`src/rtl/text_glyph_renderer_unit_defines.svh`:
```
`ifndef TEXT_GLYPH_RENDERER_UNIT_DEFINES_SVH
`define TEXT_GLYPH_RENDERER_UNIT_DEFINES_SVH

// same-cycle implication, sampled on clk, off during reset
`define TGR_ASSERT_NOW(lbl, ante, cons) \
	lbl: assert property (@(posedge clk) disable iff (!arst_n) (ante) |-> (cons)) \
		else $error("glyph renderer check failed");

// next-cycle implication, sampled on clk, off during reset
`define TGR_ASSERT_NEXT(lbl, ante, cons) \
	lbl: assert property (@(posedge clk) disable iff (!arst_n) (ante) |=> (cons)) \
		else $error("glyph renderer check failed");

`endif

```
`src/rtl/tgr_pkg.sv`:
```
`timescale 1ns / 1ps
`default_nettype none

package tgr_pkg;

	localparam int GLYPH_COUNT = 256;
	localparam int GLYPH_ROWS  = 16;
	localparam int GLYPH_W     = $clog2(GLYPH_COUNT);
	localparam int ROW_W       = $clog2(GLYPH_ROWS);
	localparam int FONT_DEPTH  = GLYPH_COUNT * GLYPH_ROWS;
	localparam int FONT_AW     = GLYPH_W + ROW_W;
	localparam int COORD_W     = 12;
	localparam int COORD_MAX   = 4095;
	localparam int LW_W        = 13;
	localparam int ADDR_W      = 32;
	localparam int PIX_W       = 64;
	localparam int CHAR_W      = 8;
	localparam int GROW_W      = 4;
	localparam int CFG_IDX_W   = 2;
	localparam int CFG_DATA_W  = 32;
	localparam int PROD_W      = COORD_W + LW_W;

	typedef enum logic [1:0] {
		OP_LOAD  = 2'd0,
		OP_START = 2'd1,
		OP_DRAW  = 2'd2,
		OP_NONE  = 2'd3
	} opcode_t;

	typedef enum logic [CFG_IDX_W-1:0] {
		REG_BASE_ADDRESS = 2'd0,
		REG_LINE_WIDTH   = 2'd1,
		REG_FORE_COLOUR  = 2'd2,
		REG_BACK_COLOUR  = 2'd3
	} reg_index_t;

	typedef enum logic [1:0] {
		ST_IDLE,
		ST_MULT,
		ST_BASE,
		ST_RUN
	} state_t;

	typedef struct packed {
		logic [ADDR_W-1:0] base_address;
		logic [LW_W-1:0]   line_width;
		logic [7:0]        fore_colour;
		logic [7:0]        back_colour;
	} cfg_t;

	function automatic logic [PIX_W-1:0] expand_row(
		input logic [7:0] bits,
		input logic [7:0] fore,
		input logic [7:0] back
	);
		logic [PIX_W-1:0] pix;
		pix = '0;
		for (int n = 0; n < 8; n++) begin
			pix[8*n +: 8] = bits[7-n] ? fore : back;
		end
		return pix;
	endfunction

endpackage

`default_nettype wire

```
`src/rtl/tgr_seq.sv`:
```
`timescale 1ns / 1ps
`default_nettype none

module tgr_seq import tgr_pkg::*; (
	input  wire logic               clk,
	input  wire logic               arst_n,
	input  wire cfg_t               cfg,
	input  wire logic               in_valid,
	output logic                    in_ready,
	input  wire opcode_t            in_op,
	input  wire logic [GLYPH_W-1:0] in_glyph,
	input  wire logic [COORD_W-1:0] in_x,
	input  wire logic [COORD_W-1:0] in_y,
	output logic                    rd_en,
	output logic [FONT_AW-1:0]      rd_addr,
	input  wire logic [7:0]         rd_data,
	output logic                    out_valid,
	input  wire logic               out_ready,
	output logic [ADDR_W-1:0]       out_addr,
	output logic [PIX_W-1:0]        out_pix,
	output logic                    out_last
);

	state_t              state_q, state_d;
	logic [COORD_W-1:0]  cur_x_q, cur_y_q;
	logic [GLYPH_W-1:0]  glyph_q;
	logic [PROD_W-1:0]   prod_q;
	logic [ADDR_W-1:0]   row_addr_q;
	logic [ROW_W-1:0]    row_q;
	logic                row_last;
	logic                accept;

	logic                valid_s1;
	logic [ADDR_W-1:0]   addr_s1;
	logic                last_s1;
	logic                take_s1;

	logic [LW_W-1:0]     next_x;
	logic [LW_W-1:0]     next_y;
	logic                wrap;

	assign accept   = in_valid && in_ready;
	assign row_last = (row_q == ROW_W'(GLYPH_ROWS - 1));
	assign rd_addr  = {glyph_q, row_q};
	assign take_s1  = valid_s1 && (!out_valid || out_ready);

	assign next_x = LW_W'(cur_x_q) + LW_W'(8);
	assign next_y = LW_W'(cur_y_q) + LW_W'(GLYPH_ROWS);
	assign wrap   = (next_x >= cfg.line_width) || (next_x > LW_W'(COORD_MAX));

	always_comb begin
		state_d = state_q;
		unique case (state_q)
			ST_IDLE: begin
				if (accept && in_op == OP_DRAW) begin
					state_d = ST_MULT;
				end
			end
			ST_MULT: state_d = ST_BASE;
			ST_BASE: state_d = ST_RUN;
			ST_RUN: begin
				if (rd_en && row_last) begin
					state_d = ST_IDLE;
				end
			end
			default: state_d = ST_IDLE;
		endcase
	end

	always_comb begin
		in_ready = 1'b0;
		rd_en    = 1'b0;
		unique case (state_q)
			ST_IDLE: in_ready = 1'b1;
			ST_MULT, ST_BASE: ;
			ST_RUN:  rd_en = !valid_s1 || take_s1;
			default: ;
		endcase
	end

	always_ff @(posedge clk or negedge arst_n) begin
		if (!arst_n) begin
			state_q <= ST_IDLE;
			cur_x_q <= '0;
			cur_y_q <= '0;
		end else begin
			state_q <= state_d;
			if (accept && in_op == OP_START) begin
				cur_x_q <= in_x;
				cur_y_q <= in_y;
			end else if (rd_en && row_last) begin
				if (wrap) begin
					cur_x_q <= '0;
					cur_y_q <= (next_y > LW_W'(COORD_MAX)) ? COORD_W'(COORD_MAX)
						: next_y[COORD_W-1:0];
				end else begin
					cur_x_q <= next_x[COORD_W-1:0];
				end
			end
		end
	end

	// glyph row address walks down by one line stride per row
	always_ff @(posedge clk) begin
		if (accept && in_op == OP_DRAW) begin
			glyph_q <= in_glyph;
		end
		if (state_q == ST_MULT) begin
			prod_q <= PROD_W'(cur_y_q * cfg.line_width);
		end
		if (state_q == ST_BASE) begin
			row_addr_q <= cfg.base_address + ADDR_W'(prod_q) + ADDR_W'(cur_x_q);
			row_q      <= '0;
		end else if (rd_en) begin
			row_addr_q <= row_addr_q + ADDR_W'(cfg.line_width);
			row_q      <= row_q + ROW_W'(1);
		end
	end

	// read data stays on the RAM port until the output register takes it
	always_ff @(posedge clk or negedge arst_n) begin
		if (!arst_n) begin
			valid_s1  <= 1'b0;
			out_valid <= 1'b0;
		end else begin
			if (rd_en) begin
				valid_s1 <= 1'b1;
			end else if (take_s1) begin
				valid_s1 <= 1'b0;
			end
			if (take_s1) begin
				out_valid <= 1'b1;
			end else if (out_ready) begin
				out_valid <= 1'b0;
			end
		end
	end

	always_ff @(posedge clk) begin
		if (rd_en) begin
			addr_s1 <= row_addr_q;
			last_s1 <= row_last;
		end
		if (take_s1) begin
			out_addr <= addr_s1;
			out_last <= last_s1;
			out_pix  <= expand_row(rd_data, cfg.fore_colour, cfg.back_colour);
		end
	end

endmodule

`default_nettype wire
```
`config.mk`:
```
export PLATFORM = sky130hd
export DESIGN_NAME = tgr_seq
export DESIGN_NICKNAME = d
export VERILOG_FILES = /design/src/rtl/text_glyph_renderer_unit_defines.svh /design/src/rtl/tgr_pkg.sv /design/src/rtl/tgr_seq.sv
export SDC_FILE = /design/constraint.sdc
export NUM_CORES = 1
export LEC_CHECK = 0
export ABC_AREA = 1
export BUFFER_PORTS_ARGS = -buffer_cell sky130_fd_sc_hd__buf_2
export CAP_MARGIN = 20
export CORE_UTILIZATION = 55
export DETAILED_ROUTE_END_ITERATION = 12
export PLACE_DENSITY_LB_ADDON = 0.1
export SYNTH_ARGS = -nofsm -noshare
export SYNTH_HDL_FRONTEND = slang
export SYNTH_SLANG_ARGS = --single-unit
```
`constraint.sdc`:
```
create_clock -name clk -period 7.2 [get_ports clk]
set_clock_uncertainty 0.1 [all_clocks]
set_input_delay 1.44 -clock clk [delete_from_list [all_inputs] [get_ports clk]]
set_output_delay 1.44 -clock clk [all_outputs]
set_load 0.005 [all_outputs]
```
==> reports/results.tsv, run 1 <==
stage	metric	value	unit
synth	synth_simple_gate_area_share	19.4	%
global_route	grt_overflow	0	
outcome	status	complete, no violations	
cts	postCtsSetupRepairBufs	0	
cts	ctsResizeCount	0	
pwr	power_leakage	10.1	nW
synth	synthAdderAreaFrac	23.5	%
synth	ys.flop_type	edfxtp_1	
synth	synth.mux.area_fraction	0	%
die	initial_core_util	56.1	%
layout	layout.nets	2641	
global_route	grt_max_degree	98	
detailed_routing	wl_per_cell	16.8	um
global_route	grt_pass1_wl	71800	um
detailed_routing	avgViaCountPerCell	5.39	
synth	synth_edf_count	195	
detailed_routing	drcViolationCount	0	
cts	cts_max_level	1	
cts	cts_tree	built	
timing	relSlewSlack	40.0	%
cts	cts_inserted_buffers	25	
place	hpwl	35600	um
timing	setup-violations-final	0	
setup_path	cp-end-kind	flop	
setup_path	cp-start-kind	primary input	
cts	cts_sinks	227	
layout	areaGrowthSynthToFinish	12.5	%
synth	ys_top_cells_by_area	edfxtp_1 33%, fa_1 14%, nand2_1 12%	
timing	setup_tns	0	ns
die	die_h	182	um
place	gp_congestion	0.978	
synth	synth_nets	2449	
place	io_buffers	218	
synth	synthXorXnorAreaFrac	1.57	%
cts	clock_latency	0.54	ns
layout	stdcell_count	2695	
die	chipWidth	182	um
global_route	grt_util_met2	48.8	%
global_route	grt.met3_usage	3.33	%
setup_path	crit_type	in -> reg	
setup_path	crit_required	7.38	ns
synth	synth.top_cells.by_count	559 x nand2_1, 374 x inv_1, 195 x edfxtp_1, 147 x o21ai_0, 136 x ha_1	
die	dieArea	33100	um2
detailed_routing	drtAntennaViolNets	0	
synth	yosysMostFrequentCell	nand2_1	
cts	root_buffer	clkbuf_16	
detailed_routing	drt_iter0_drc	902	
synth	synthArstFlopShare	12.3	%
setup_path	path_max_fanout	14	
cts	cts.clk_slew.worst_paths	0.07	ns
timing	fmax	170	MHz
timing	hold_viol_final	0	
layout	drive_gt1_share	13.0	%
timing	finalCritPeriodShare	81.7	%
global_route	antenna_found_initial	0	
detailed_routing	routed_wl	45400	um
synth	synth_area_per_cell	8.55	um2
die	rows	65	
synth	synth_seq_cells	227	
setup_path	worstPathArrival	6.07	ns
die	coreArea	31700	um2
synth	seq_area_frac_synth	37.3	%
synth	synth.top_cell.area_share	32.9	%
timing	drv_slew	0	
pwr	power_density	495	nW/um2
pwr	peakVddDrop	0.416	mV
synth	synth_top_family_by_area	adder cells	
global_route	grt_pass1_vias	14138	
global_route	top_usage_layer	met2	
cts	cts_hold_buf	0	
global_route	grt_use_met1	35.1	%
run	max-cap-violations	0	
synth	ys_warn_count	0	
synth	ys_types	46	
die	io_pins	219	
global_route	grt_usage	27.7	%
synth	yosysTopAreaCell	edfxtp_1	
synth	netlist_instances	2082	
synth	syn-cell-area	17800	um2
hold_path	min_path_type	reg -> reg	
detailed_routing	dr_total_vias	14515	
place	place_inst	2648	
timing	rsz0062_at_grt	no	
layout	post-route-util	63.2	%
layout	antenna_cells	0	
synth	synth_compound_gate_area_share	8.77	%
detailed_routing	drt_first_pass_iters	6	
cts	cts_buffer_depth	3	
timing	period_minus_slack	5.88	ns
timing	tightest_slew	0.894	ns
[critical path, cell delays in order]
cell      delay, ns
buf_2          0.42
nand2_1        0.16
fa_1           0.54
fa_1           0.52
inv_1          0.05
fa_1           0.46
fa_1           0.55
inv_1          0.05
fa_1           0.53
inv_1          0.04
ha_1           0.33
inv_1          0.08
o21ai_0        0.28
a21boi_0       0.14
nand3_1        0.19
a31oi_1        0.12
xor2_1         0.15
[area by class of cell]
| type | instances | area [um2] |
|---|---|---|
| Tap cell | 402 | 503 |
| Fill cell | 2751 | 11700 |
| Clock inverter | 18 | 180 |
| Inverter | 378 | 1420 |
| Timing Repair Buffer | 225 | 1160 |
| Clock buffer | 28 | 647 |
| Multi-Input combinational cell | 1417 | 9490 |
| Sequential cell | 227 | 6640 |
[kinds of logic after synthesis]
logic type               count (synthesis)
AO/OA/AOI/OAI                          296
flip-flops                             227
adder cells (fa/ha/maj)                260
buffers and inverters                  438
XOR/XNOR                                32
AND/OR/NAND/NOR                        829
[path summary, 6_finish.rpt]
kind | start | end | cells past startpoint | slack [ns]
min in group asynchronous | arst_n | cur_x_q[5] | 1 | 0.82
min reg2reg | addr_s1[22] | out_addr[22] | 0 | 0.32
max | cfg[25] | prod_q[24] | 17 | 1.32
max reg2reg | cur_y_q[4] | prod_q[22] | 18 | 1.66
min | addr_s1[22] | out_addr[22] | 0 | 0.32
max in group asynchronous | arst_n | cur_y_q[1] | 1 | 5.77
[report_power, final]
group / total [W] / internal (W) / switching [W]
clock network: 0.00128 / 0.000732 / 0.000547
registers: 0.00272 / 0.00232 / 0.000404
logic: 0.00591 / 0.00211 / 0.00380
[routing by layer]
| layer | share of wire, % | vias to the layer above |
|---|---|---|
| met1 | 42 | 6853 |
| met5 | 0 | - |
| met3 | 5.9 | 94 |
| met2 | 49 | 491 |
| met4 | 3.2 | 0 |
| li1 | - | 7077 |
[metrics by stage]
step	setup WS [ns]	instance area, um2	total power [W]	hold WS (ns)
after floorplan	0.352	17800	0.00692	0.300
after global placement	0.792	19200	0.00850	0.302
after detailed placement	0.765	19200	0.00861	0.305
after CTS	1.33	20000	0.00992	0.317
after global routing	1.06	20000	0.0108	0.323
final	1.32	20000	0.00992	0.317
[cell usage in the layout, fill, tap and decap left out, types with 8 or more instances in the layout]
cell type  instances
a21oi_1           98
buf_2            218
clkbuf_16         25
dfrtp_1           28
edfxtp_1         195
fa_1             124
ha_1             136
inv_1            374
nand2_1          559
nand3_1           90
nand4_1           29
nor2_1           106
nor3_1            11
o21ai_0          147
o21ai_1           19
or2_2              8
xnor2_1           11
xor2_1            21
[sequential cells by signal (all words and copies together) (netlist names)]
| name | cells |
|---|---|
| cur_x_q | 12 |
| addr_s1 | 32 |
| valid_s1 | 1 |
| last_s1 | 1 |
| out_valid | 1 |
| prod_q | 25 |
| state_q | 2 |
| glyph_q | 8 |
| cur_y_q | 12 |
| row_q | 4 |
| out_last | 1 |
| row_addr_q | 32 |
| out_pix | 64 |
| out_addr | 32 |
Power figures use the tool's default switching activity.
==> run 2: changes to the inputs <==
- clock period: 7.2 -> 5.73 ns (I/O delays scaled with it)
==> run 2 against run 1 <==
- final area is 2.7% higher
- core utilization is 1.7 points higher
- worst hold slack worse by 0.0033 ns
- non-clock buffer count is 70 higher
- sequential share of layout area is 0.88 points lower
- wire length is 2.1% higher
- clock power is 31% higher
- largest cell class unchanged
==> reports/results.tsv, run 2 (synthesis gave the netlist of run 1 again) <==
stage	metric	value	unit	change
timing	rsz0062_at_grt	no		unchanged
timing	period_minus_slack	5.44	ns	
global_route	grt_overflow	0		unchanged
pwr	power	0.0135	W	was 0.00992 W
die	die_h	182	um	unchanged
layout	drive_gt1_share	15.4	%	was 13.0%
detailed_routing	routed_wl	46300	um	was 45400 um
cts	clock_latency	0.55	ns	was 0.54 ns
setup_path	path_max_fanout	18		was 14
layout	postLayoutCellArea	20600	um2	was 20000 um2
detailed_routing	wl_met2	22500	um	was 22400 um
die	rows	65		unchanged
detailed_routing	drt_first_pass_iters	7		was 6
detailed_routing	wl_met1	19600	um	was 18900 um
die	chipWidth	182	um	unchanged
cts	cts_buffer_depth	3		unchanged
timing	tightest_slew	1.06	ns	was 0.894 ns
cts	cts_tree	built		unchanged
layout	final_common_cell	nand2_1		unchanged
global_route	grt_pass1_vias	14762		was 14138
run	max-cap-violations	0		unchanged
place	gp_congestion	0.909		was 0.978
timing	setup_tns	0	ns	unchanged
layout	areaGrowthSynthToFinish	15.6	%	was 12.5%
detailed_routing	dr_total_vias	14794		was 14515
global_route	grt_usage	28.7	%	was 27.7%
detailed_routing	dr.max_layer_used	met4		unchanged
timing	hold_viol_final	0		unchanged
setup_path	worstPathArrival	5.64	ns	was 6.07 ns
timing	relSlewSlack	29.1	%	was 40.0%
cts	cts_sinks	227		unchanged
detailed_routing	dr_wl_met3	2650	um	was 2670 um
die	dieArea	33100	um2	unchanged
detailed_routing	avgViaCountPerCell	5.35		was 5.39
cts	cts_hold_buf	0		unchanged
timing	finalCritPeriodShare	95.0	%	
layout	layout_common_cells	559 x nand2_1, 374 x inv_1, 218 x buf_2		unchanged
timing	fmax	184	MHz	
die	initial_core_util	56.1	%	unchanged
layout	regMostFlops	out_pix		unchanged
setup_path	cp-start-kind	flop		was primary input
cts	cts_inserted_buffers	25		unchanged
global_route	antenna_found_initial	1		was 0
cts	cts_max_level	1		unchanged
detailed_routing	drt_iter0_drc	885		was 902
pwr	peakVddDrop	1.21	mV	was 0.416 mV
setup_path	crit_type	reg -> reg		was in -> reg
global_route	grt_pass1_wl	74700	um	was 71800 um
cts	postCtsSetupRepairBufs	0		unchanged
layout	multi_input_area	9490	um2	unchanged
hold_path	min_path_type	reg -> reg		unchanged
layout	layout.nets	2711		was 2641
layout	nFillCells	2738		was 2751
global_route	grt_max_degree	45		was 98
layout	largest_reg_flops	64		unchanged
layout	register_area	6640	um2	unchanged
cts	ctsResizeCount	0		unchanged
layout	antenna_cells	0		unchanged
place	hpwl	37300	um	was 35600 um
detailed_routing	wl_per_cell	16.8	um	about the same
outcome	status	complete, no violations		unchanged
detailed_routing	drcViolationCount	0		unchanged
place	io_buffers	218		unchanged
timing	setup-violations-final	0		unchanged
pwr	power_density	656	nW/um2	was 495 nW/um2
timing	drv_slew	0		unchanged
timing	hold_ws	0.314	ns	was 0.317 ns
place	placed_cell_area	19700	um2	was 19200 um2
pwr	power_leakage	10.5	nW	was 10.1 nW
detailed_routing	drtAntennaViolNets	0		unchanged
setup_path	cp-end-kind	flop		unchanged
cts	cts.clk_slew.worst_paths	0.08	ns	was 0.07 ns
die	io_pins	219		unchanged
die	coreArea	31700	um2	unchanged
cts	root_buffer	clkbuf_16		unchanged
setup_path	crit_required	5.93	ns	was 7.38 ns
-- run 2: worst paths after layout --
path	start	endpoint	depth (start not counted)	slack, ns
setup / recovery	cur_y_q[8]	prod_q[24]	16	0.29
hold / removal	addr_s1[10]	out_addr[10]	0	0.31
setup reg to reg	cur_y_q[8]	prod_q[24]	16	0.29
hold reg to reg	addr_s1[10]	out_addr[10]	0	0.31
max in group asynchronous	arst_n	state_q[0]	1	4.56
min in group asynchronous	arst_n	cur_y_q[0]	1	0.54
-- run 2: power by group --
group	total [W]	switching, W	internal [W]
logic	0.00839	0.00507	0.00332
registers	0.00342	0.000502	0.00292
clock network	0.00168	0.000678	0.00100
total	0.0135	0.00625	0.00724
-- run 2: layout make-up --
type	count	area share (%)
timing repair buffer	295	8.17
clock buffer	31	3.20
inverter	378	6.89
tap	402	2.44
sequential	227	32.2
multi-input combinational	1417	46.1
clock inverter	15	0.948
-- run 2: worst max-delay path, stage by stage (launching register included) --
cell	delay, ns
dfrtp_1	0.86
nand2_1	0.18
fa_1	0.49
fa_1	0.56
inv_1	0.06
fa_1	0.47
fa_1	0.56
inv_1	0.06
fa_1	0.54
inv_1	0.04
ha_1	0.32
inv_1	0.07
o21ai_0	0.30
a21boi_0	0.15
nand3_1	0.20
a31oi_1	0.12
xor2_1	0.15
-- run 2: per-layer routing --
layer | up-vias | global-route usage [%]
li1 | 7213 | -
met4 | 0 | 10.2
met5 | - | 0
met1 | 6985 | 37.5
met3 | 99 | 3.05
met2 | 497 | 49.6
-- run 2: stage by stage --
stage               instances  setup slack, ns  utilization [%]
floorplan                2082           0.0807                -
global placement         2719           -0.184             62.2
detailed placement       2719           -0.247             62.2
CTS                      2765            0.294             64.9
global route             2765           0.0257             64.9
finish                   2765            0.287             64.9
